### src/rtl/sphere_quad_vertex_generator_assert.svh
// Assertion macros for the sphere quad vertex generator
`ifndef SPHERE_QUAD_VERTEX_GENERATOR_ASSERT_SVH
`define SPHERE_QUAD_VERTEX_GENERATOR_ASSERT_SVH

// Implication checked on every clock, muted during reset
`define SQV_ASSERT_IMP(label, clk, rst, ante, cons, msg) \
   label: assert property (@(posedge clk) disable iff (rst) (ante) |-> (cons)) \
      else $error(msg);

// Next-cycle implication, muted during reset
`define SQV_ASSERT_NEXT(label, clk, rst, ante, cons, msg) \
   label: assert property (@(posedge clk) disable iff (rst) (ante) |=> (cons)) \
      else $error(msg);

`endif

### src/rtl/sqv_pkg.sv
// ---------------------------------------------------------------------------
// sqv_pkg
// Shared types and constants of the sphere quad vertex generator.
// ---------------------------------------------------------------------------
`timescale 1ns / 1ps
package sqv_pkg;

   localparam int CfgIdxBits = 3;
   localparam int CfgDataBits = 32;

   typedef enum logic [CfgIdxBits-1:0] {
      REG_CENTER_X = 3'd0,
      REG_CENTER_Y = 3'd1,
      REG_CENTER_Z = 3'd2,
      REG_RADIUS   = 3'd3,
      REG_STEP     = 3'd4
   } reg_index_type;

   localparam logic signed [31:0] GainQ30 = 32'sd652032874;
   localparam logic signed [31:0] OneQ30 = 32'sd1073741824;
   localparam int AtanLen = 24;

   typedef struct packed {
      logic [7:0] ring_index;
      logic [7:0] column_index;
   } req_type;

   typedef struct packed {
      logic signed [31:0] pos_x;
      logic signed [31:0] pos_y;
      logic signed [31:0] pos_z;
      logic signed [15:0] norm_x;
      logic signed [15:0] norm_y;
      logic signed [15:0] norm_z;
      logic               last_vertex;
   } rsp_type;

   function automatic logic signed [31:0] atan_turn(input int i);
      logic signed [31:0] r;
      begin
         case (i)
            0: r = 32'sd536870912;   1: r = 32'sd316933406;
            2: r = 32'sd167458907;   3: r = 32'sd85004756;
            4: r = 32'sd42667331;    5: r = 32'sd21354465;
            6: r = 32'sd10679838;    7: r = 32'sd5340245;
            8: r = 32'sd2670163;     9: r = 32'sd1335087;
            10: r = 32'sd667544;     11: r = 32'sd333772;
            12: r = 32'sd166886;     13: r = 32'sd83443;
            14: r = 32'sd41722;      15: r = 32'sd20861;
            16: r = 32'sd10430;      17: r = 32'sd5215;
            18: r = 32'sd2608;       19: r = 32'sd1304;
            20: r = 32'sd652;        21: r = 32'sd326;
            22: r = 32'sd163;        23: r = 32'sd81;
            default: r = 32'sd0;
         endcase
         return r;
      end
   endfunction

endpackage

### src/rtl/sqv_fifo.sv
// ---------------------------------------------------------------------------
// sqv_fifo
// Short queue of vertex angle pairs between front and back.
// ---------------------------------------------------------------------------
`timescale 1ns / 1ps
module sqv_fifo #(
   parameter int WIDTH = 33
) (
   input  logic             clock,
   input  logic             reset,
   input  logic             push,
   input  logic [WIDTH-1:0] push_data,
   output logic             full,
   input  logic             pop,
   output logic             not_empty,
   output logic [WIDTH-1:0] pop_data
);
   import sqv_pkg::*;

   logic [WIDTH-1:0] mem_ff [4];
   logic [1:0]       wp_ff, rp_ff;
   logic [2:0]       cnt_ff;

   assign full      = cnt_ff == 3'd4;
   assign not_empty = cnt_ff != 3'd0;
   assign pop_data  = mem_ff[rp_ff];

   always_ff @(posedge clock) begin
      if (reset) begin
         wp_ff <= '0; rp_ff <= '0; cnt_ff <= '0;
      end else begin
         if (push) wp_ff <= wp_ff + 2'd1;
         if (pop) rp_ff <= rp_ff + 2'd1;
         cnt_ff <= cnt_ff + {2'd0, push} - {2'd0, pop};
      end
      if (push) mem_ff[wp_ff] <= push_data;
   end
endmodule

### config.mk
export PLATFORM = sky130hd
export DESIGN_NAME = sqv_fifo
export DESIGN_NICKNAME = d
export VERILOG_FILES = /design/src/rtl/sphere_quad_vertex_generator_assert.svh /design/src/rtl/sqv_pkg.sv /design/src/rtl/sqv_fifo.sv
export SDC_FILE = /design/constraint.sdc
export NUM_CORES = 1
export LEC_CHECK = 0
export ABC_AREA = 1
export BUFFER_PORTS_ARGS = -buffer_cell sky130_fd_sc_hd__buf_4
export CORE_MARGIN = 3
export CORE_UTILIZATION = 25
export DETAILED_ROUTE_END_ITERATION = 8
export SKIP_LAST_GASP = 1
export SLEW_MARGIN = 20
export SYNTH_ARGS = -nofsm -noshare
export SYNTH_HDL_FRONTEND = slang
export SYNTH_SLANG_ARGS = --single-unit
export TNS_END_PERCENT = 5
### constraint.sdc
create_clock -name clock -period 1.9 [get_ports clock]
set_input_delay 0.095 -clock clock [delete_from_list [all_inputs] [get_ports clock]]
set_output_delay 0.095 -clock clock [all_outputs]
set_load 0.05 [all_outputs]
## Word level (Yosys, flattened, before mapping)

Memories as Yosys holds them, arrays and structs flattened. A register that Yosys moved wholly into a read port is not among the register bits.
Cells that the tools add are included.

- Memories kept: 1
- Register bits: 7
- ROM bits: 0
- Bits in latches: 0
- Input port bits: 37
- Word-level logic and storage cells: 14
- Memory bits (writable): 132
- Output and inout port bits: 35

Memories:

| memory | depth | width | read ports | clocked after memory_dff | wr ports | RTL line | source |
|---|---|---|---|---|---|---|---|
| mem_ff | 4 | 33 | 1 | 1 | 1 | sqv_fifo.sv:20 | `logic [WIDTH-1:0] mem_ff [4];` |

- Reduce and logical (&&, ||, !) cells: 1
- Divide/modulo/power cells: 0
- Shift-type cells: 0
- Muxes and demuxes: 4
- Eq/ne operators: 1
- $mul: 0
- Add/sub/neg operators: 4
- Bitwise gates (word level): 0
- $lt $le $gt $ge: 0

Operator list:

| kind | number |
|---|---|
| adder 2 x 1 -> 2 bit, second input constant | 2 |
| two-way mux 2 bit | 2 |
| adder 3 x 1 -> 3 bit | 1 |
| equality test 3 bit, second input constant | 1 |
| nonzero test 3 bit | 1 |
| subtractor 3 x 1 -> 3 bit | 1 |
| two-way mux 1 bit | 2 |

## Logic depth before layout (Yosys ltp)

Gate-level depths: netlist of the first run.

- Word-level depth: 3
- Gate-level depth with buffers: 9
- Gate-level depth less buffers: 9

## Worst setup path before layout of the first run

OpenSTA, ideal clock, no wires.

- Kind: register to register
- Start: register wp_ff[0]
- End: memory mem_ff[2][0] (enable)
- Data required time: 1.512 ns
- Path buffers: 0
- Clock period less this slack: 1.629 ns
- Cell stages (with the launch flop): 5
- Slack: 0.271 ns
- Library setup time: 0.388 ns
- Arrival time: 1.241 ns
- Cell sequence: dfxtp_1 > inv_1 > ha_1 > nand2_1 > inv_1

RTL lines:

| what | RTL line | source |
|---|---|---|
| start, declared | sqv_fifo.sv:21 | `logic [1:0] wp_ff, rp_ff;` |
| start signal, assigned | sqv_fifo.sv:32 | `if (push) wp_ff <= wp_ff + 2'd1;` |
| end, declared | sqv_fifo.sv:20 |  |

No word-level cell before the write port.

==> impl_metrics.py, run 1 <==
metrics = {
    "status": {
        "status": "finished, final reports clean",
    },
    "detailed_routing": {
        "drt-pass1-iter-count": 4,
        "wl_per_cell_microns": 12.5,
        "drtIter0Drc": 143,
        "num_vias": 3431,
        "drc_errors": 0,
        "ant_nets": 0,
        "vias_per_cell": 3.89,
        "wl_microns": 11000,
    },
    "critical_path": {
        "cp_max_fo": 76,
        "start_kind": "flip-flop",
        "worstSetupEndpoint": "pop_data[16]",
        "path_class": "flip-flop to output port",
        "r2r_setup_slack_ps": 340,
        "rr_endpoint": "cnt_ff[2]",
        "crit_arrival_ps": 1620,
        "worstPathCellList": "buf_16, a21oi_1, o21ai_0, nand2_1, buf_4",
        "crit_required_ps": 1800,
        "cpPeakStageDelay_ps": 380,
        "worstSetupEndpointType": "output port",
        "r2r_cells": 9,
        "critPathSlowestCell": "dfxtp_4",
        "r2r-start": "cnt_ff[0]",
    },
    "cells_and_area": {
        "layout_common_cells": "132 x edfxtp_1, 79 x inv_1, 78 x buf_4, 54 x nand2_1, 39 x a21oi_1",
        "final_common_cell": "edfxtp_1",
        "drive_above_1_share_pct": 30.5,
        "fin_cells": 883,
        "area_growth_pct": 31.7,
        "nFillCells": 2271,
        "nNetsFinal": 601,
        "antenna_cells": 0,
    },
    "global_route": {
        "grt_max_degree": 77,
        "grt_pass1_vias": 3442,
        "overflow": 0,
        "antenna_found_initial": 0,
        "grt_pass1_wl_microns": 18200,
        "track_usage_pct": 9.23,
    },
    "cts": {
        "cts_made_buffers": 17,
        "cts-root-buf": "clkbuf_16",
        "clkLatencyLatePin_ps": 420,
        "cts.reportedPaths.clkPinSlew_ps": 60,
        "cts_tree": "done",
        "cts_setup_buffers": 0,
        "cts.htree.levels": 4,
        "cts_buffer_depth": 2,
        "clock_sinks": 141,
    },
    "timing": {
        "timing.final.ws_setup_ps": 181,
        "final.setup.tns_ps": 0,
        "timing.fmax_ghz": 0.582,
        "grt_setup_unrepaired": "false",
        "slew_viol_final": 0,
        "fin_skew_ps": 5.53,
        "tightestPinTransition_ps": 421,
        "hold_violations": 0,
        "period_share_pct": 90.5,
        "min_period_ps": 1720,
        "hold_slack_ps": 44.4,
        "finalSetupViolCount": 0,
        "slew_headroom_pct": 71.9,
    },
    "floorplan": {
        "core-area_sq_mm": 0.0228,
        "rows": 55,
        "die_h_microns": 159,
        "fp.dieW_microns": 159,
        "start_util_pct": 25.7,
        "fp.dieArea_sq_mm": 0.0254,
        "ios": 72,
    },
    "pwr": {
        "irDropWorstVdd_uv": 563,
        "p_leak_nw": 2.99,
        "cellPowerDensity_mw_per_mm2": 1060,
        "finalPower_mw": 8.18,
    },
    "logic_synthesis": {
        "synth-seq-cells": 141,
        "avgSynthCellArea_sq_um": 13.3,
        "ys_seq_area_share_pct": 70.5,
        "synth_cell_types": 19,
        "syn_area_sq_mm": 0.00588,
        "ys_warn_count": 0,
        "syn_inst": 442,
        "syn_nets": 486,
    },
    "placed_design": {
        "place_inst": 816,
        "place_ws_ps": 335,
        "hpwl_microns": 6770,
        "numPortBuffers": 71,
        "place_congestion": 0.668,
    },
    "job": {
        "maxCapViolCount": 0,
    },
    "worst_hold_path": {
        "hp-class": "input pin to flip-flop",
    },
}
layout make-up:
type | instances | area, sq um | area share (%)
well taps | 313 | 392 | 5.06
clock buffers | 17 | 425 | 5.50
flip-flops and latches | 141 | 4150 | 53.6
clock inverters | 15 | 173 | 2.23
repair buffers | 118 | 1040 | 13.5
inverters | 83 | 312 | 4.03
multi-input cells | 196 | 1240 | 16.1
stage by stage:
stage / instance area [sq um] / utilization [%]
2_1_floorplan: 5880 / -
3_3_place_gp: 6780 / 29.7
3_5_place_dp: 6780 / 29.7
4_1_cts: 7730 / 33.8
5_1_grt: 7740 / 33.9
6_report: 7740 / 33.9
worst min-delay path by stage:
stage / cells after the start / to / slack, ps / startpoint
after global routing: 3 / wp_ff[1] / 60 / push
after floorplan: 1 / cnt_ff[0] / 170 / reset
final: 3 / wp_ff[1] / 40 / push
after CTS: 3 / wp_ff[1] / 10 / push
after global placement: 2 / cnt_ff[1] / 280 / reset
after detailed placement: 2 / cnt_ff[0] / 280 / reset
routing by layer:
layer / track usage, % / vias up / share of wire (%)
li1: - / 1749 / -
met1: 11.7 / 1593 / 46
met2: 14.6 / 71 / 47
met3: 3.17 / 18 / 4.9
met4: 3.54 / 0 / 2.0
met5: 0 / - / 0
registers in the layout, summed over array words and instances, names as in the netlist, named ones only:
name / flops
rp_ff: 2
wp_ff: 2
cnt_ff: 3
mem_ff: 132
where the power goes:
part           internal, mW  switching, mW  leakage, nW
logic                 0.403          0.842         1.41
clock network          2.06           1.29        0.289
registers              3.55         0.0434         1.29
total                  6.01           2.17         2.99
repair_timing:
| action | CTS | global route |
|---|---|---|
| hold endpoints to repair | 139 | 0 |
| setup endpoints to repair | 0 | 2 |
| hold buffers | 35 | 0 |
| gates resized for setup | 0 | 1 |
logic make-up after synthesis:
| logic type | Yosys count | synth area share (%) |
|---|---|---|
| AOI/OAI and AO/OA | 109 | 13.5 |
| adders and majority gates | 7 | 1.62 |
| buffers and inverters | 105 | 8.35 |
| DFF | 141 | 70.5 |
| and+or+nand+nor | 80 | 6.02 |
synth_stat cells, drive strengths merged:
cell    count  area [sq um]
o21ai      37           185
inv        83           312
nand2      74           328
buf        20           171
dfxtp       9           180
fa          1          20.0
clkbuf      2          7.51
nor3        1          5.00
edfxtp    132          3960
o211ai     33           413
nor2        3          11.3
a21oi      39           195
ha          6          75.1
nand3       2          10.0
critical path: cells and delay by family, from the launching register on:
| kind | cells | cell delay [ps] |
|---|---|---|
| AOI/OAI and AO/OA | 2 | 200 |
| DFF | 1 | 380 |
| buffers and inverters | 2 | 510 |
| and+or+nand+nor | 1 | 90 |
No activity file was read; power rests on OpenSTA's default activity.
==> inputs of run 2 (changes only) <==
CORE_ASPECT_RATIO = 1.1   (was not set)
==> run 2 against run 1 <==
Compared with the run above: global-route usage shrank 0.36 points; first-iteration DRC count shrank 32%; combinational power is essentially flat; via count grew 1.6%; total power grew 3.9%; cell count shrank 2.0%; maximum frequency shrank 5.5%; cell area grew 0.45%; flip-flop and latch count is the same; critical endpoint is now pop_data[9].
==> impl_metrics.py, run 2 (synthesis results as in run 1) <==
metrics = {
    "status": {
        "status": "finished, final reports clean",
    },
    "critical_path": {
        "start_kind": "flip-flop",
        "rr_endpoint": "cnt_ff[2]",
        "crit_required_ps": 1800,
        "worstSetupEndpointType": "output port",
        "crit_arrival_ps": 1720,
        "r2r_cells": 9,
        "cp_max_fo": 64,
        "r2r-start": "cnt_ff[0]",
        "r2r_setup_slack_ps": 310,
        "path_class": "flip-flop to output port",
    },
    "pwr": {
        "irDropWorstVdd_uv": 551,
        "cellPowerDensity_mw_per_mm2": 1090,
        "p_leak_nw": 3.00,
    },
    "worst_hold_path": {
        "min_from": "reset",
        "hold_depth": 3,
        "worst_hold_path.endpoint": "cnt_ff[1]",
        "hp-class": "input pin to flip-flop",
    },
    "timing": {
        "finalSetupViolCount": 0,
        "hold_violations": 0,
        "timing.fmax_ghz": 0.550,
        "period_share_pct": 95.7,
        "fin_skew_ps": 12.6,
        "slew_headroom_pct": 72.5,
        "min_period_ps": 1820,
        "final.setup.tns_ps": 0,
        "grt_setup_unrepaired": "true",
        "hold_slack_ps": 400,
        "slew_viol_final": 0,
        "tightestPinTransition_ps": 413,
    },
    "detailed_routing": {
        "route.met3.wl_microns": 377,
        "wl_microns": 11000,
        "wl_met1_microns": 4720,
        "ant_nets": 0,
        "drtIter0Drc": 97,
        "drc_errors": 0,
        "num_vias": 3486,
        "vias_per_cell": 4.03,
        "wl_per_cell_microns": 12.7,
        "drt-pass1-iter-count": 4,
        "dr.max_layer_used": "met4",
        "dr_wl_met2_microns": 5670,
    },
    "cells_and_area": {
        "nNetsFinal": 597,
        "drive_above_1_share_pct": 29.0,
        "antenna_cells": 0,
        "largest-register": "mem_ff",
        "utilization_pct": 33.8,
        "largest_reg_flops": 132,
        "nFillCells": 2252,
        "reg_top3": "mem_ff: 132 flops, cnt_ff: 3 flops",
        "final_common_cell": "edfxtp_1",
        "area_growth_pct": 32.3,
        "layout_common_cells": "132 x edfxtp_1, 79 x inv_1, 71 x buf_4, 54 x nand2_1, 39 x a21oi_1",
        "finish.instance_area_sq_mm": 0.00777,
    },
    "floorplan": {
        "ios": 72,
        "fp.dieW_microns": 152,
        "rows": 58,
        "start_util_pct": 25.5,
        "die_h_microns": 167,
        "fp.dieArea_sq_mm": 0.0254,
        "core-area_sq_mm": 0.0230,
    },
    "placed_design": {
        "placed_area_sq_mm": 0.00675,
        "place_congestion": 0.663,
        "numPortBuffers": 71,
        "hpwl_microns": 6220,
    },
    "global_route": {
        "antenna_found_initial": 0,
        "grt_max_degree": 67,
        "grt_pass1_wl_microns": 17600,
        "overflow": 0,
        "track_usage_pct": 8.87,
        "grt_pass1_vias": 3480,
    },
    "cts": {
        "clkLatencyLatePin_ps": 410,
        "cts_tree": "done",
        "cts.reportedPaths.clkPinSlew_ps": 60,
        "cts_made_buffers": 17,
        "cts_buffer_depth": 2,
        "cts-root-buf": "clkbuf_16",
        "clock_sinks": 141,
        "cts.htree.levels": 4,
        "cts_setup_buffers": 0,
    },
    "job": {
        "maxCapViolCount": 0,
    },
}
[run 2: cell types whose count changed in the layout (fill, tap and decap cells not counted)]
cell           delta
dlygate4sd3_1     +1
bufinv_16         +3
clkinvlp_4        -3
clkinv_1          +2
clkinv_2          -4
buf_4             -7
buf_12            +2
clkbuf_1          +2
inv_6             -1
[run 2: cell type report]
type                       count  area, sq um  area share, %
clock buffer                  19          433           5.57
clock inverter                12          219           2.82
inverter                      83          312           4.01
multi-input combinational    196         1240           16.0
sequential                   141         4150           53.4
tap                          300          375           4.83
timing repair buffer         114         1040           13.4
[run 2: metrics by stage]
| step | power [mW] | setup slack (ps) | instances |
|---|---|---|---|
| after global placement | 4.85 | 366 | 798 |
| after CTS | 8.65 | 48.5 | 865 |
| after detailed placement | 4.87 | 312 | 798 |
| final | 8.50 | 81.0 | 865 |
| after global routing | 8.85 | -73.8 | 865 |
| after floorplan | 4.48 | 271 | 442 |
[run 2: what timing repair did]
action	4_1_cts	5_1_grt
endpoints found under the setup margin	0	14
gates resized for setup	0	1
endpoints found under the hold margin	140	0
hold buffers	36	0
[run 2: worst max-delay path by stage]
stage,start,end,slack (ps),depth (start not counted)
after floorplan,wp_ff[0],mem_ff[2][0],270,4
after global placement,cnt_ff[0],cnt_ff[2],370,9
after detailed placement,cnt_ff[0],cnt_ff[2],310,9
after CTS,flip-flop,pop_data[9],50,5
after global routing,flip-flop,pop_data[29],-70,5
final,flip-flop,pop_data[9],80,5
[run 2: per-layer routing]
layer,vias to the layer above,GRT usage [%]
met3,17,2.57
met4,0,3.99
li1,1737,-
met5,-,0
met2,55,15.7
met1,1677,9.85
[run 2: report_power, final]
part | switching (mW) | internal [mW] | total [mW]
logic | 0.836 | 0.408 | 1.24
registers | 0.0482 | 3.55 | 3.60
clock network | 1.21 | 2.45 | 3.66
[run 2: worst max-delay path, stage by stage, from the launching register on]
cell and delay [ps]:
dfxtp_4 470, buf_16 280, a21oi_1 120, o21ai_0 90, nand2_1 80, buf_4 190
==> inputs of run 3 (changes only) <==
PLACE_DENSITY = 0.42   (was not set)
==> run 3 against run 2 <==
Compared with the run above: cell area is 0.26% lower; maximum frequency is 6.7% higher; global-route usage is 0.89 points higher; largest cell class unchanged; first-iteration DRC count is 27% higher; critical path depth stayed put; setup slack better by 110 ps; cell count is 0.58% higher.
==> impl_metrics.py, run 3 (synthesis results as in run 1) <==
metrics = {
    "floorplan": {
        "die_h_microns": 167,
        "fp.dieW_microns": 152,
        "fp.dieArea_sq_mm": 0.0254,
        "ios": 72,
        "rows": 58,
        "core-area_sq_mm": 0.0230,
        "start_util_pct": 25.5,
    },
    "timing": {
        "timing.fmax_ghz": 0.587,
        "hold_violations": 0,
        "tightestPinTransition_ps": 365,
        "grt_setup_unrepaired": "false",
        "min_period_ps": 1700,
        "fin_skew_ps": 11.0,
        "slew_viol_final": 0,
        "period_share_pct": 89.7,
        "final.setup.tns_ps": 0,
        "slew_headroom_pct": 75.6,
        "finalSetupViolCount": 0,
    },
    "detailed_routing": {
        "drtIter0Drc": 123,
        "wl_microns": 12000,
        "drt-pass1-iter-count": 4,
        "vias_per_cell": 4.00,
        "num_vias": 3477,
        "drc_errors": 0,
        "ant_nets": 0,
        "wl_per_cell_microns": 13.8,
    },
    "worst_hold_path": {
        "min_from": "push",
        "hold_depth": 3,
        "hp-class": "input pin to flip-flop",
    },
    "placed_design": {
        "placed_area_sq_mm": 0.00679,
        "place_inst": 803,
        "numPortBuffers": 71,
        "hpwl_microns": 7160,
        "place_congestion": 0.699,
    },
    "job": {
        "maxCapViolCount": 0,
    },
    "global_route": {
        "grt_pass1_vias": 3595,
        "antenna_found_initial": 0,
        "grt_pass1_wl_microns": 19400,
        "grt_max_degree": 69,
        "track_usage_pct": 9.76,
        "overflow": 0,
    },
    "critical_path": {
        "r2r-start": "cnt_ff[0]",
        "start_kind": "flip-flop",
        "cpPeakStageDelay_ps": 370,
        "cp_max_fo": 68,
        "critPathSlowestCell": "dfxtp_4",
        "path_class": "flip-flop to output port",
        "worstPathCellList": "buf_12, a21oi_1, o21ai_0, nand2_1, buf_4",
        "crit_arrival_ps": 1610,
        "worstSetupEndpointType": "output port",
        "r2r_cells": 9,
        "crit_required_ps": 1800,
    },
    "cells_and_area": {
        "largest_reg_flops": 132,
        "drive_above_1_share_pct": 30.4,
        "layout_common_cells": "132 x edfxtp_1, 79 x inv_1, 76 x buf_4, 54 x nand2_1, 39 x a21oi_1",
        "final_common_cell": "edfxtp_1",
        "reg_top3": "mem_ff: 132 flops, cnt_ff: 3 flops",
        "antenna_cells": 0,
        "area_growth_pct": 31.9,
        "largest-register": "mem_ff",
        "finish.instance_area_sq_mm": 0.00775,
        "nNetsFinal": 601,
        "fin_cells": 870,
    },
    "cts": {
        "clkLatencyLatePin_ps": 410,
        "cts.htree.levels": 4,
        "cts_buffer_depth": 2,
        "cts_resized": 0,
        "cts_tree": "done",
        "cts_made_buffers": 17,
        "cts.reportedPaths.clkPinSlew_ps": 60,
        "cts-root-buf": "clkbuf_16",
        "clock_sinks": 141,
    },
    "pwr": {
        "p_leak_nw": 3.00,
        "finalPower_mw": 8.27,
        "irDropWorstVdd_uv": 597,
        "cellPowerDensity_mw_per_mm2": 1070,
    },
    "status": {
        "status": "finished, final reports clean",
    },
}
-- run 3: cell count changes in the layout (fill, tap and decap cells not counted), sizes merged --
cell and change:
dlygate4sd3 -1, clkinvlp +2, clkinv -2, clkbuf -1, buf +5, bufinv -3
inv +5
-- run 3: worst paths after layout --
| path | end | slack, ps |
|---|---|---|
| max | pop_data[10] | 200 |
| max reg2reg | cnt_ff[2] | 320 |
| min | wp_ff[0] | 60 |
| min reg2reg | flip-flop | 480 |
-- run 3: cell type report --
cell class	instances	area [sq um]
clock buffer	18	429
clock inverter	14	183
fill	2236	15300
inverter	83	312
multi-input combinational	196	1240
sequential	141	4150
tap	300	375
timing repair buffer	118	1060
-- run 3: critical path, delay by kind of cell (launching register included) --
family / cells / cell delay [ps]
AOI/OAI and AO/OA: 2 / 200
buffers and inverters: 2 / 500
DFF: 1 / 370
and+or+nand+nor: 1 / 100
-- run 3: per-layer routing --
layer / wire length, microns / up-vias / global-route usage (%)
met5: 0 / - / 0
met4: 144 / 0 / 3.71
met3: 447 / 11 / 2.78
met2: 5820 / 55 / 15.9
met1: 5600 / 1661 / 12.4
li1: - / 1750 / -
-- run 3: through the flow --
stage | hold WS [ps] | setup slack, ps | util (%)
final | 57.5 | 195 | 33.7
after global routing | 53.4 | 9.88 | 33.7
after CTS | 30.1 | 129 | 33.7
after detailed placement | 282 | 331 | 29.5
after global placement | 275 | 347 | 29.5
after floorplan | 166 | 271 | -
-- run 3: timing repair --
action	CTS	global route
hold buffers	35	0
setup buffers	0	0
endpoints found under the hold margin	137	0
-- run 3: power by group --
part / total [mW] / internal, mW / leakage (nW) / switching [mW]
combinational: 1.26 / 0.409 / 1.41 / 0.850
sequential: 3.60 / 3.55 / 1.29 / 0.0509
clock: 3.41 / 2.09 / 0.294 / 1.31
