### src/rtl/sphere_quad_vertex_generator_assert.svh
// Assertion macros for the sphere quad vertex generator
`ifndef SPHERE_QUAD_VERTEX_GENERATOR_ASSERT_SVH
`define SPHERE_QUAD_VERTEX_GENERATOR_ASSERT_SVH

// Implication checked on every clock, muted during reset
`define SQV_ASSERT_IMP(label, clk, rst, ante, cons, msg) \
   label: assert property (@(posedge clk) disable iff (rst) (ante) |-> (cons)) \
      else $error(msg);

// Next-cycle implication, muted during reset
`define SQV_ASSERT_NEXT(label, clk, rst, ante, cons, msg) \
   label: assert property (@(posedge clk) disable iff (rst) (ante) |=> (cons)) \
      else $error(msg);

`endif

### src/rtl/sqv_pkg.sv
// ---------------------------------------------------------------------------
// sqv_pkg
// Shared types and constants of the sphere quad vertex generator.
// ---------------------------------------------------------------------------
`timescale 1ns / 1ps
package sqv_pkg;

   localparam int CfgIdxBits = 3;
   localparam int CfgDataBits = 32;

   typedef enum logic [CfgIdxBits-1:0] {
      REG_CENTER_X = 3'd0,
      REG_CENTER_Y = 3'd1,
      REG_CENTER_Z = 3'd2,
      REG_RADIUS   = 3'd3,
      REG_STEP     = 3'd4
   } reg_index_type;

   localparam logic signed [31:0] GainQ30 = 32'sd652032874;
   localparam logic signed [31:0] OneQ30 = 32'sd1073741824;
   localparam int AtanLen = 24;

   typedef struct packed {
      logic [7:0] ring_index;
      logic [7:0] column_index;
   } req_type;

   typedef struct packed {
      logic signed [31:0] pos_x;
      logic signed [31:0] pos_y;
      logic signed [31:0] pos_z;
      logic signed [15:0] norm_x;
      logic signed [15:0] norm_y;
      logic signed [15:0] norm_z;
      logic               last_vertex;
   } rsp_type;

   function automatic logic signed [31:0] atan_turn(input int i);
      logic signed [31:0] r;
      begin
         case (i)
            0: r = 32'sd536870912;   1: r = 32'sd316933406;
            2: r = 32'sd167458907;   3: r = 32'sd85004756;
            4: r = 32'sd42667331;    5: r = 32'sd21354465;
            6: r = 32'sd10679838;    7: r = 32'sd5340245;
            8: r = 32'sd2670163;     9: r = 32'sd1335087;
            10: r = 32'sd667544;     11: r = 32'sd333772;
            12: r = 32'sd166886;     13: r = 32'sd83443;
            14: r = 32'sd41722;      15: r = 32'sd20861;
            16: r = 32'sd10430;      17: r = 32'sd5215;
            18: r = 32'sd2608;       19: r = 32'sd1304;
            20: r = 32'sd652;        21: r = 32'sd326;
            22: r = 32'sd163;        23: r = 32'sd81;
            default: r = 32'sd0;
         endcase
         return r;
      end
   endfunction

endpackage

### src/rtl/sqv_front.sv
// ---------------------------------------------------------------------------
// sqv_front
// Accepts quad requests, computes the angle pairs of the six vertices and
// pushes them one per cycle, while the queue is not full, into a small queue.
// ---------------------------------------------------------------------------
`timescale 1ns / 1ps
module sqv_front #(
   parameter int ANGLE_BITS = 16,
   parameter int INDEX_BITS = 8
) (
   input  logic                   clock,
   input  logic                   reset,
   input  logic                   start,
   output logic                   busy,
   input  sqv_pkg::req_type       req_data,
   input  logic [ANGLE_BITS-1:0]  step,
   input  logic                   q_full,
   output logic                   q_push,
   output logic [2*ANGLE_BITS:0]  q_data
);
   import sqv_pkg::*;

   localparam int AB = ANGLE_BITS;

   logic [AB-1:0] phi_ff, phi_in, phi2_ff, phi2_in;
   logic [AB-1:0] t1_ff, t1_in, t2_ff, t2_in, t1s_ff, t1s_in, t2s_ff, t2s_in;
   logic [2:0]    cnt_ff, cnt_in;
   logic          act_ff, act_in;
   logic [INDEX_BITS-1:0] ring, col;
   logic [AB-1:0] base, half, ph, th;
   logic [AB+INDEX_BITS-1:0] pr, pc;
   logic          take, adv;

   assign ring = INDEX_BITS'(req_data.ring_index);
   assign col  = INDEX_BITS'(req_data.column_index);
   assign pr   = ring * step;
   assign pc   = col * step;
   assign base = pc[AB-1:0];
   assign half = step >> 1;

   // a new quad may enter as the last vertex of the current one is pushed
   assign adv  = act_ff && !q_full;
   assign busy = act_ff && !(adv && cnt_ff == 3'd5);
   assign take = start && !busy;

   always_comb begin
      case (cnt_ff)
         3'd0: begin ph = phi_ff;  th = t1_ff;  end
         3'd1: begin ph = phi2_ff; th = t2_ff;  end
         3'd2: begin ph = phi_ff;  th = t1s_ff; end
         3'd3: begin ph = phi_ff;  th = t1s_ff; end
         3'd4: begin ph = phi2_ff; th = t2_ff;  end
         3'd5: begin ph = phi2_ff; th = t2s_ff; end
         default: begin ph = phi_ff; th = t1_ff; end
      endcase
   end

   assign q_push = adv;
   assign q_data = {ph, th, cnt_ff == 3'd5};

   always_comb begin
      phi_in = phi_ff; phi2_in = phi2_ff; t1_in = t1_ff; t2_in = t2_ff;
      t1s_in = t1s_ff; t2s_in = t2s_ff;
      cnt_in = cnt_ff; act_in = act_ff;
      if (adv) begin
         cnt_in = (cnt_ff == 3'd5) ? 3'd0 : cnt_ff + 3'd1;
         if (cnt_ff == 3'd5) act_in = 1'b0;
      end
      if (take) begin
         phi_in  = pr[AB-1:0];
         phi2_in = pr[AB-1:0] + step;
         t1_in   = ring[0] ? base + half : base;
         t2_in   = ring[0] ? base : base + half;
         t1s_in  = (ring[0] ? base + half : base) + step;
         t2s_in  = (ring[0] ? base : base + half) + step;
         cnt_in  = 3'd0;
         act_in  = 1'b1;
      end
   end

   always_ff @(posedge clock) begin
      if (reset) begin
         act_ff <= 1'b0;
         cnt_ff <= 3'd0;
      end else begin
         act_ff <= act_in;
         cnt_ff <= cnt_in;
      end
      phi_ff <= phi_in; phi2_ff <= phi2_in; t1_ff <= t1_in; t2_ff <= t2_in;
      t1s_ff <= t1s_in; t2s_ff <= t2s_in;
   end
endmodule

### config.mk
export PLATFORM = sky130hd
export DESIGN_NAME = sqv_front
export DESIGN_NICKNAME = d
export VERILOG_FILES = /design/src/rtl/sphere_quad_vertex_generator_assert.svh /design/src/rtl/sqv_pkg.sv /design/src/rtl/sqv_front.sv
export SDC_FILE = /design/constraint.sdc
export NUM_CORES = 1
export LEC_CHECK = 0
export ABC_CLOCK_PERIOD_IN_PS = 13350
export BUFFER_PORTS_ARGS = -buffer_cell sky130_fd_sc_hd__buf_2
export CAP_MARGIN = 0
export CORE_UTILIZATION = 67
export DETAILED_ROUTE_END_ITERATION = 16
export PLACE_DENSITY = 0.95
export SLEW_MARGIN = 40
export SYNTH_ARGS = -nofsm -noshare
export SYNTH_HDL_FRONTEND = slang
export SYNTH_SLANG_ARGS = --single-unit
### constraint.sdc
create_clock -name clock -period 13.35 [get_ports clock]
set_input_delay 0.6675 -clock clock [delete_from_list [all_inputs] [get_ports clock]]
set_output_delay 0.6675 -clock clock [all_outputs]
set_load 0.01 [all_outputs]
## Word-level counts from Yosys, hierarchy flattened

Cells that the tools add are included.
W data, S select, Z words.

- Output and inout bits: 35
- Logic and storage cells: 42
- Bits in registers: 100

- $mul: 2
- Reduce and logical (&&, ||, !) cells: 14
- Equality and inequality tests: 5
- Add/sub/neg operators: 5
- Mux-type cells: 8

Operators with widths:

| operator | count |
|---|---|
| $add A16 B16 Y16 | 3 |
| $mux W16 | 3 |
| $pmux W16 S3 | 1 |
| $mul A8 B16 Y16 | 2 |
| $add A16 B15 Y16 | 1 |
| $eq A3 B2 Y1 const B | 2 |
| $eq A3 B3 Y1 const B | 2 |
| $reduce_or A2 Y1 | 3 |
| $logic_and A1 B1 Y1 | 4 |
| $reduce_bool A2 Y1 | 2 |
| $add A3 B1 Y3 const B | 1 |
| $eq A3 B1 Y1 const B | 1 |
| $logic_not A1 Y1 | 3 |
| $mux W1 | 3 |
| $mux W3 | 1 |
| $reduce_or A3 Y1 | 1 |
| $reduce_and A2 Y1 | 1 |

## Depth between registers and ports, before layout

Gate-level depths: netlist of the first run.

- Depth after elaboration: 9
- Gate-level depth with buffers: 30
- Depth with buffers taken out: 29

## Worst setup path after synthesis of the first run

OpenSTA, ideal clock, no wires.

- Path type: input port to flip-flop
- From: input port step[6]
- To: register t1s_ff[15], data pin
- Stages on the path: 26
- Path buffers: 1
- Path slack: 6.402 ns
- Arrival time: 6.689 ns
- Path through: clkbuf_1 > and2_1 > fa_1 > fa_1 > fa_1 > inv_1 > fa_1 > inv_1 > ha_1 > or2_2 > o31ai_1 > a21oi_1 > a21oi_1 > xnor2_1 > ha_1 > or4_1 > a21oi_1 > nor3_1 > xnor2_1 > mux2i_1 > ha_1 > or3_1 > or3_1 > o211ai_1 > mux2i_1 > xnor2_1

- Cells in the longest elaborated chain, start to end: 4

Ends and longest elaborated chain:

| what | RTL line | source |
|---|---|---|
| from (decl) | sqv_front.sv:16 | `input logic [ANGLE_BITS-1:0] step,` |
| $mul A8 B16 Y16 | sqv_front.sv:37 | `assign pc = col * step;` |
| $add A16 B15 Y16 | sqv_front.sv:74 | `t1s_in = (ring[0] ? base + half : base) + step;` |
| $mux W16 | sqv_front.sv:74 |  |
| $add A16 B16 Y16 (*) | sqv_front.sv:74 |  |
| to (signal assigned) | sqv_front.sv:90 | `t1s_ff <= t1s_in; t2s_ff <= t2s_in;` |
| to (decl) | sqv_front.sv:26 | `logic [AB-1:0] t1_ff, t1_in, t2_ff, t2_in, t1s_ff, t1s_in, t2s_ff, t2s_in;` |

Mark *: on every way between the ends. The rest lies on a longest branch, timed or not.
A chain may end at the register's enable or synchronous reset.

## Worst setup path after layout of the first run

- From: input port step[5]
- To: register t1s_ff[15], data pin

The elaborated chain is that of the path after synthesis.

==> out/metrics.yaml, run 1 <==
yosys:
  yosysWarnings: 0
  post_synth_edffs: 96
  ys_seq_elements: 100
  dominantRegCellSynth: "sky130_fd_sc_hd__edfxtp_1"
  postSynthNetCount: 1539
  netlist_instances: 1271
  synth_area_um2: 12300
  synthesis.area_per_instance_um2: 9.64
  synth.yosys.seq_area_share_pct: 24.2
  synthDistinctLibCells: 68
  async_reset_ff_share_pct: 0
route:
  route.detailed.wl_per_inst_um: 18.6
  viasPerCell: 6.27
  total_detailed_routing_wirelength_mm: 28.7
  drt_first_pass_iters: 5
  detailroute.via_count: 9712
  first_iter_violations: 870
  detail-route-antenna-nets: 0
  remaining_drc_errors: 0
timing:
  totalNegativeSetupSlack_ps: 0
  post-route-period-util_pct: 54.6
  timing.slew.headroom_pct: 43.8
  final.setup_skew_ps: 10.9
  worstMarginPinSlew_ps: 843
  grt_setup_unrepaired: "no"
  setup-violations-final: 0
  fmax_mhz: 137
  slew_viol_final: 0
  timing.final.crit_period_ps: 7280
  finalHoldViolations: 0
placement:
  detailedPlacementHpwl_mm: 21.5
  numPortBuffers: 70
  global_placer_s_final_weighted_congestion: 0.876
  place_inst: 1532
  detailed_place.area_um2: 12800
floorplanning:
  horizontal_extent_of_the_die_um: 137
  initial_core_util_pct: 68.2
  io-pin-count: 71
  die_outline_area_um2: 18800
  row_count: 49
  floorplan.core_area_um2: 18000
  die_height_um: 137
run_status:
  outcome: "finished clean"
grt:
  grt_max_degree: 56
  grt_use_total_pct: 32.4
  gr-total-overflow: 0
  antenna_violations_before_repair: 0
  first_global_vias: 9832
  global_route_wire_length_before_repair_mm: 46.9
setup_path:
  worst_path_most_repeated_cell: "sky130_fd_sc_hd__fa_1"
  critPathRequiredTime_ps: 13440
  timing.critical_path.from_type: "input port"
  timing.critical_path.to_type: "flop"
  reg2reg_setup_slack_ps: 10720
  slowest_delay_ps: 520
  critPathKind: "input port to flop"
  r2r_cells: 7
  cp_max_fo: 20
  critPathArrivalTime_ps: 7370
  rr_endpoint: "t1s_ff[0]$_DFFE_PP_"
  rr_startpoint: "cnt_ff[2]$_SDFFE_PP0P_"
  crit_path_top_delay_cell: "sky130_fd_sc_hd__or4_1"
cts:
  insertion_delay_ps: 350
  cts_resized: 0
  cts_sinks: 100
  post_cts.repair.setup_buffers: 0
  cts_max_path_buffers: 2
  tritoncts.num_buffers: 9
  ctsHtreeMaxLevel: 3
  tritoncts: "done"
  library_cell_used_as_clock_root_buffer: "sky130_fd_sc_hd__clkbuf_16"
  count_of_hold_fix_buffers_inserted_at_cts: 0
  clk_pin_slew_worst_paths_ps: 60
final_layout:
  nFillCells: 1155
  syn_to_final_growth_pct: 6.60
  final_nets: 1582
  finalInstanceArea_um2: 13100
  final_core_utilization_pct: 72.7
  drive_above_1_share_pct: 11.4
  antennaDiodeCount: 0
  post_layout_nonfiller_instances: 1548
hold_path:
  hold_path.startpoint: "reset"
  min_to: "act_ff$_SDFFE_PP0P_"
  holdCritPathClass: "input port to flop"
  hold_depth: 2
job:
  drv.max_cap_violation_count: 0
placed cells by master (no fill, tap or decap), types with 31 or more instances in the layout:
cell type and count:
sky130_fd_sc_hd__fa_1 124, sky130_fd_sc_hd__edfxtp_1 96, sky130_fd_sc_hd__a21oi_1 47, sky130_fd_sc_hd__inv_1 152, sky130_fd_sc_hd__nor2_1 49, sky130_fd_sc_hd__buf_2 70, sky130_fd_sc_hd__nand2_1 136, sky130_fd_sc_hd__nand3_1 32
sky130_fd_sc_hd__xnor2_1 72, sky130_fd_sc_hd__and2_1 113, sky130_fd_sc_hd__ha_1 108, sky130_fd_sc_hd__o21ai_0 31
routing by layer:
layer / GRT usage, % / routed length, um / vias to the layer above
li1: - / - / 4363
met3: 4.93 / 2480 / 88
met5: 0 / 0 / -
met1: 41.6 / 11400 / 4725
met4: 13.2 / 952 / 0
met2: 54.9 / 13900 / 536
worst max-delay path by stage:
stage / start / to / slack [ps]
floorplan: step[6] / t1s_ff[15]$_DFFE_PP_ / 6400
global placement: step[5] / t1s_ff[15]$_DFFE_PP_ / 6010
detailed placement: step[5] / t2s_ff[12]$_DFFE_PP_ / 5680
CTS: step[5] / t2s_ff[12]$_DFFE_PP_ / 6040
global route: step[5] / t1s_ff[15]$_DFFE_PP_ / 5700
finish: step[5] / t1s_ff[15]$_DFFE_PP_ / 6070
stage by stage:
stage	setup WS, ps	hold WS, ps
after detailed placement	5680	518
after floorplan	6400	476
after global routing	5700	484
final	6070	488
after CTS	6040	479
after global placement	6010	513
worst max-delay path: cells and delay by family:
family,cells,cell delay (ps)
AND/OR/NAND/NOR,6,1900
AO/OA/AOI/OAI,5,790
adder cells (fa/ha/maj),7,2700
buffers and inverters,3,480
XOR/XNOR,3,400
multiplexers,2,390
registers in the layout, summed over array words and instances, names as in the netlist:
name	count
t1_ff	16
act_ff	1
t2s_ff	16
t1s_ff	16
cnt_ff	3
t2_ff	16
phi2_ff	16
phi_ff	16
final cells by class:
class                   instances  area, um^2  area share, %
well taps                     229         287           2.19
multi-input cells             974        8550           65.5
inverters                     153         574           4.40
flip-flops and latches        100        2960           22.7
repair buffers                 76         415           3.18
clock buffers                  13         250           1.92
clock inverters                 3        23.8          0.182
cells in the mapped netlist (14+ instances only):
master                     count  share of area, %
sky130_fd_sc_hd__ha_1        108                11
sky130_fd_sc_hd__edfxtp_1     96                24
sky130_fd_sc_hd__clkbuf_1     39               1.2
sky130_fd_sc_hd__fa_1        124                20
sky130_fd_sc_hd__and2_1      113               5.8
sky130_fd_sc_hd__xnor2_1      72               5.1
sky130_fd_sc_hd__or3_1        14              0.71
sky130_fd_sc_hd__nand3_1      32               1.3
sky130_fd_sc_hd__mux2_2       28               2.6
sky130_fd_sc_hd__a21oi_1      47               1.9
sky130_fd_sc_hd__nand2_1     136               4.2
sky130_fd_sc_hd__nor2_1       50               1.5
sky130_fd_sc_hd__nor3_1       17              0.69
sky130_fd_sc_hd__o21ai_0      31               1.3
sky130_fd_sc_hd__xor2_1       21               1.5
sky130_fd_sc_hd__inv_1       152               4.7
logic make-up after synthesis:
kind of cell	count (synthesis)	share of synthesized area (%)
flip-flops	100	24.2
multiplexers	35	3.14
adder cells (fa/ha/maj)	232	31.3
AND/OR/NAND/NOR	416	17.1
XOR/XNOR	98	7.36
AO/OA/AOI/OAI	193	10.8
buffers and inverters	197	6.11
Power of run 1 is left out: the tool's default activity adds up to more than one toggle a clock period on the data nets, which glitch-free logic cannot reach.
==> run 2: changes to the inputs <==
--- a/config.mk
+++ b/config.mk
@@ -5,12 +5,13 @@
 export SDC_FILE = /design/constraint.sdc
 export NUM_CORES = 1
 export LEC_CHECK = 0
-export ABC_CLOCK_PERIOD_IN_PS = 13350
+export ABC_AREA = 1
+export ABC_CLOCK_PERIOD_IN_PS = 6600
 export BUFFER_PORTS_ARGS = -buffer_cell sky130_fd_sc_hd__buf_2
 export CAP_MARGIN = 0
-export CORE_UTILIZATION = 67
+export CORE_UTILIZATION = 58
 export DETAILED_ROUTE_END_ITERATION = 16
-export PLACE_DENSITY = 0.95
+export PLACE_DENSITY = 0.9
 export SLEW_MARGIN = 40
 export SYNTH_ARGS = -nofsm -noshare
 export SYNTH_HDL_FRONTEND = slang
==> constraint.sdc (replaced) <==
create_clock -name clock -period 6.6 [get_ports clock]
set_input_delay 0.33 -clock clock [delete_from_list [all_inputs] [get_ports clock]]
set_output_delay 0.33 -clock clock [all_outputs]
set_load 0.01 [all_outputs]
==> run 2 against run 1 <==
Net effect:
- highest routed layer unchanged
- register-to-register slack worse by 6500 ps
- via count up 14%
- first-iteration DRC count up 22%
- flip-flop and latch count unchanged
- final cell count up 26%
- clock skew up 3.8 ps
- final area up 6.8%
- global-route usage down 3.3 points
- worst hold slack worse by 330 ps
==> out/metrics.yaml, run 2 <==
timing:
  finalHoldViolations: 0  # unchanged
  worstMarginPinSlew_ps: 742  # was 843 ps
  timing.final.crit_period_ps: 6530
  smallest_setup_slack_after_layout_ps: 74.2  # was 6070 ps
  setup-violations-final: 0  # unchanged
  post-route-period-util_pct: 98.9
  final.setup_skew_ps: 14.7  # was 10.9 ps
  fmax_mhz: 153
  slew_viol_final: 0  # unchanged
  timing.slew.headroom_pct: 50.5  # was 43.8%
route:
  viasPerCell: 5.65  # was 6.27
  remaining_drc_errors: 0  # unchanged
  detail-route-antenna-nets: 0  # unchanged
  first_iter_violations: 1059  # was 870
  route.detailed.wl_per_inst_um: 16.4  # was 18.6 um
  total_detailed_routing_wirelength_mm: 32.0  # was 28.7 mm
  detailroute.via_count: 11035  # was 9712
  drt_first_pass_iters: 6  # was 5
cts:
  clk_pin_slew_worst_paths_ps: 70  # was 60 ps
  count_of_hold_fix_buffers_inserted_at_cts: 0  # unchanged
  tritoncts: "done"  # unchanged
  cts_sinks: 100  # unchanged
  tritoncts.num_buffers: 9  # unchanged
  cts_max_path_buffers: 2  # unchanged
  insertion_delay_ps: 350  # about the same
  library_cell_used_as_clock_root_buffer: "sky130_fd_sc_hd__clkbuf_16"  # unchanged
  ctsHtreeMaxLevel: 3  # unchanged
yosys:
  netlist_instances: 1598  # was 1271
  ys_seq_elements: 100  # unchanged
  yosys-top-cells-count: "sky130_fd_sc_hd__nand2_1, sky130_fd_sc_hd__inv_1, sky130_fd_sc_hd__fa_1"  # was sky130_fd_sc_hd__inv_1, sky130_fd_sc_hd__nand2_1, sky130_fd_sc_hd__fa_1
  synthDistinctLibCells: 47  # was 68
  post_synth_xor_xnor_area_pct: 5.80  # was 7.36%
  most_frequent_cell_after_synthesis: "sky130_fd_sc_hd__nand2_1"  # was sky130_fd_sc_hd__inv_1
  post_synth_edffs: 96  # unchanged
  yosysWarnings: 0  # unchanged
  synth_simple_gate_area_share_pct: 17.9  # was 17.1%
  netlist.area_leader.share_pct: 22.7  # was 23.5%
  ys_top_cells_by_area: "sky130_fd_sc_hd__edfxtp_1, sky130_fd_sc_hd__fa_1, sky130_fd_sc_hd__nand2_1"  # was sky130_fd_sc_hd__edfxtp_1, sky130_fd_sc_hd__fa_1, sky130_fd_sc_hd__ha_1
  synth_top_family_by_area: "adder cells"  # unchanged
  synth.yosys.seq_area_share_pct: 23.3  # was 24.2%
  synthesis.area_per_instance_um2: 7.94  # was 9.64 um^2
  synth_mux_area_share_pct: 1.42  # was 3.14%
  synth_fa_ha_area_share_pct: 30.2  # was 31.3%
  synth_area_um2: 12700  # was 12300 um^2
  postSynthNetCount: 1866  # was 1539
  fraction_of_the_mapped_netlist_area_in_compound_gates_pct: 9.17  # was 10.8%
  yosys.area.top_type: "sky130_fd_sc_hd__edfxtp_1"  # unchanged
  dominantRegCellSynth: "sky130_fd_sc_hd__edfxtp_1"  # unchanged
  async_reset_ff_share_pct: 0  # unchanged
final_layout:
  antennaDiodeCount: 0  # unchanged
  nFillCells: 1609  # was 1155
  syn_to_final_growth_pct: 10.0  # was 6.60%
  drive_above_1_share_pct: 11.2  # was 11.4%
  multi_input_comb_area_um2: 8320  # was 8550 um^2
  ff_latch_area_um2: 2960  # unchanged
  final_nets: 1942  # was 1582
  post_layout_nonfiller_instances: 1954  # was 1548
  layout.cells.most_common_list: "sky130_fd_sc_hd__nand2_1, sky130_fd_sc_hd__inv_1, sky130_fd_sc_hd__fa_1, sky130_fd_sc_hd__ha_1, sky130_fd_sc_hd__edfxtp_1"  # was sky130_fd_sc_hd__inv_1, sky130_fd_sc_hd__nand2_1, sky130_fd_sc_hd__fa_1, sky130_fd_sc_hd__and2_1, sky130_fd_sc_hd__ha_1
  layout.cells.most_common: "sky130_fd_sc_hd__nand2_1"  # was sky130_fd_sc_hd__inv_1
  final_core_utilization_pct: 65.8  # was 72.7%
floorplanning:
  row_count: 53  # was 49
  die_height_um: 150  # was 137 um
  io-pin-count: 71  # unchanged
  initial_core_util_pct: 59.8  # was 68.2%
  horizontal_extent_of_the_die_um: 150  # was 137 um
  floorplan.core_area_um2: 21200  # was 18000 um^2
  die_outline_area_um2: 22500  # was 18800 um^2
setup_path:
  critPathKind: "input port to flop"  # unchanged
  timing.critical_path.to_type: "flop"  # unchanged
  slowest_delay_ps: 550  # was 520 ps
  setup.worst_path.start: "req_data[2]"  # was step[5]
  r2r_cells: 10  # was 7
  rr_endpoint: "cnt_ff[0]$_SDFFE_PP0P_"  # was t1s_ff[0]$_DFFE_PP_
  critPathRequiredTime_ps: 6690  # was 13440 ps
  cp_max_fo: 10  # was 20
  rr_startpoint: "cnt_ff[0]$_SDFFE_PP0P_"  # was cnt_ff[2]$_SDFFE_PP0P_
  reg2reg_setup_slack_ps: 4180  # was 10720 ps
  critPathArrivalTime_ps: 6620  # was 7370 ps
  crit_path_top_delay_cell: "sky130_fd_sc_hd__fa_1"  # was sky130_fd_sc_hd__or4_1
  timing.critical_path.from_type: "input port"  # unchanged
hold_path:
  hold_path.startpoint: "reset"  # unchanged
  min_to: "act_ff$_SDFFE_PP0P_"  # unchanged
  hold_depth: 2  # unchanged
  holdCritPathClass: "input port to flop"  # unchanged
job:
  drv.max_cap_violation_count: 0  # unchanged
grt:
  gr-total-overflow: 0  # unchanged
  first_global_vias: 10893  # was 9832
  global_route_wire_length_before_repair_mm: 51.1  # was 46.9 mm
  antenna_violations_before_repair: 0  # unchanged
  grt_max_degree: 98  # was 56
  grt_use_total_pct: 29.1  # was 32.4%
placement:
  global_placer_s_final_weighted_congestion: 0.952  # was 0.876
  numPortBuffers: 70  # unchanged
  dp_slack_ps: -229  # was 5680 ps
  place_inst: 1933  # was 1532
  detailedPlacementHpwl_mm: 24.4  # was 21.5 mm
run_status:
  outcome: "finished clean"  # unchanged
run 2: how the worst max path moves through the flow:
| stage | to |
|---|---|
| after global placement | t1s_ff[15]$_DFFE_PP_ |
| after floorplan | t1s_ff[15]$_DFFE_PP_ |
| after CTS | t1s_ff[15]$_DFFE_PP_ |
| after detailed placement | t1s_ff[15]$_DFFE_PP_ |
| after global routing | t2s_ff[15]$_DFFE_PP_ |
| final | t1s_ff[15]$_DFFE_PP_ |
run 2: timing repair:
action / CTS / global route
setup endpoints to repair: 0 / 7
gates resized for setup: 0 / 36
setup buffers: 0 / 5
endpoints found under the hold margin: 0 / 0
run 2: layout make-up:
class                           count  share of cell area, %
Timing Repair Buffer              119                   5.31
Inverter                          348                   9.36
Clock inverter                      7                  0.412
Tap cell                          275                   2.46
Sequential cell                   100                   21.2
Clock buffer                        9                   1.61
Multi-Input combinational cell   1096                   59.6
run 2: cell families after synthesis:
| logic type | after synthesis |
|---|---|
| AND/OR/NAND/NOR | 562 |
| XOR/XNOR | 84 |
| adder cells (fa/ha/maj) | 232 |
| buffers and inverters | 402 |
| multiplexers | 16 |
| AO/OA/AOI/OAI | 202 |
| flip-flops | 100 |
run 2: through the flow:
stage | hold slack (ps) | TNS (ps) | area, um^2
finish | 155 | 0 | 14000
global route | 153 | -835 | 14000
CTS | 146 | 0 | 13800
detailed placement | 515 | -413 | 13500
global placement | 511 | 0 | 13500
floorplan | 402 | 0 | 12700
run 2: metal layers:
| metal | up-vias | global-route usage, % | wire length [um] |
|---|---|---|---|
| met3 | 137 | 3.08 | 2800 |
| met5 | - | 0 | 0 |
| met1 | 5170 | 37.7 | 12800 |
| met2 | 581 | 49.7 | 15000 |
| met4 | 0 | 11.6 | 1360 |
| li1 | 5147 | - | - |
run 2: critical path, delay by kind of cell:
kind / cells / cell delay, ps
adders and majority gates: 7 / 2950
and+or+nand+nor: 8 / 1080
AOI/OAI and AO/OA: 6 / 870
xor gates and xnor gates: 4 / 790
buffers and inverters: 6 / 590
Power of run 2 is left out for the same reason.
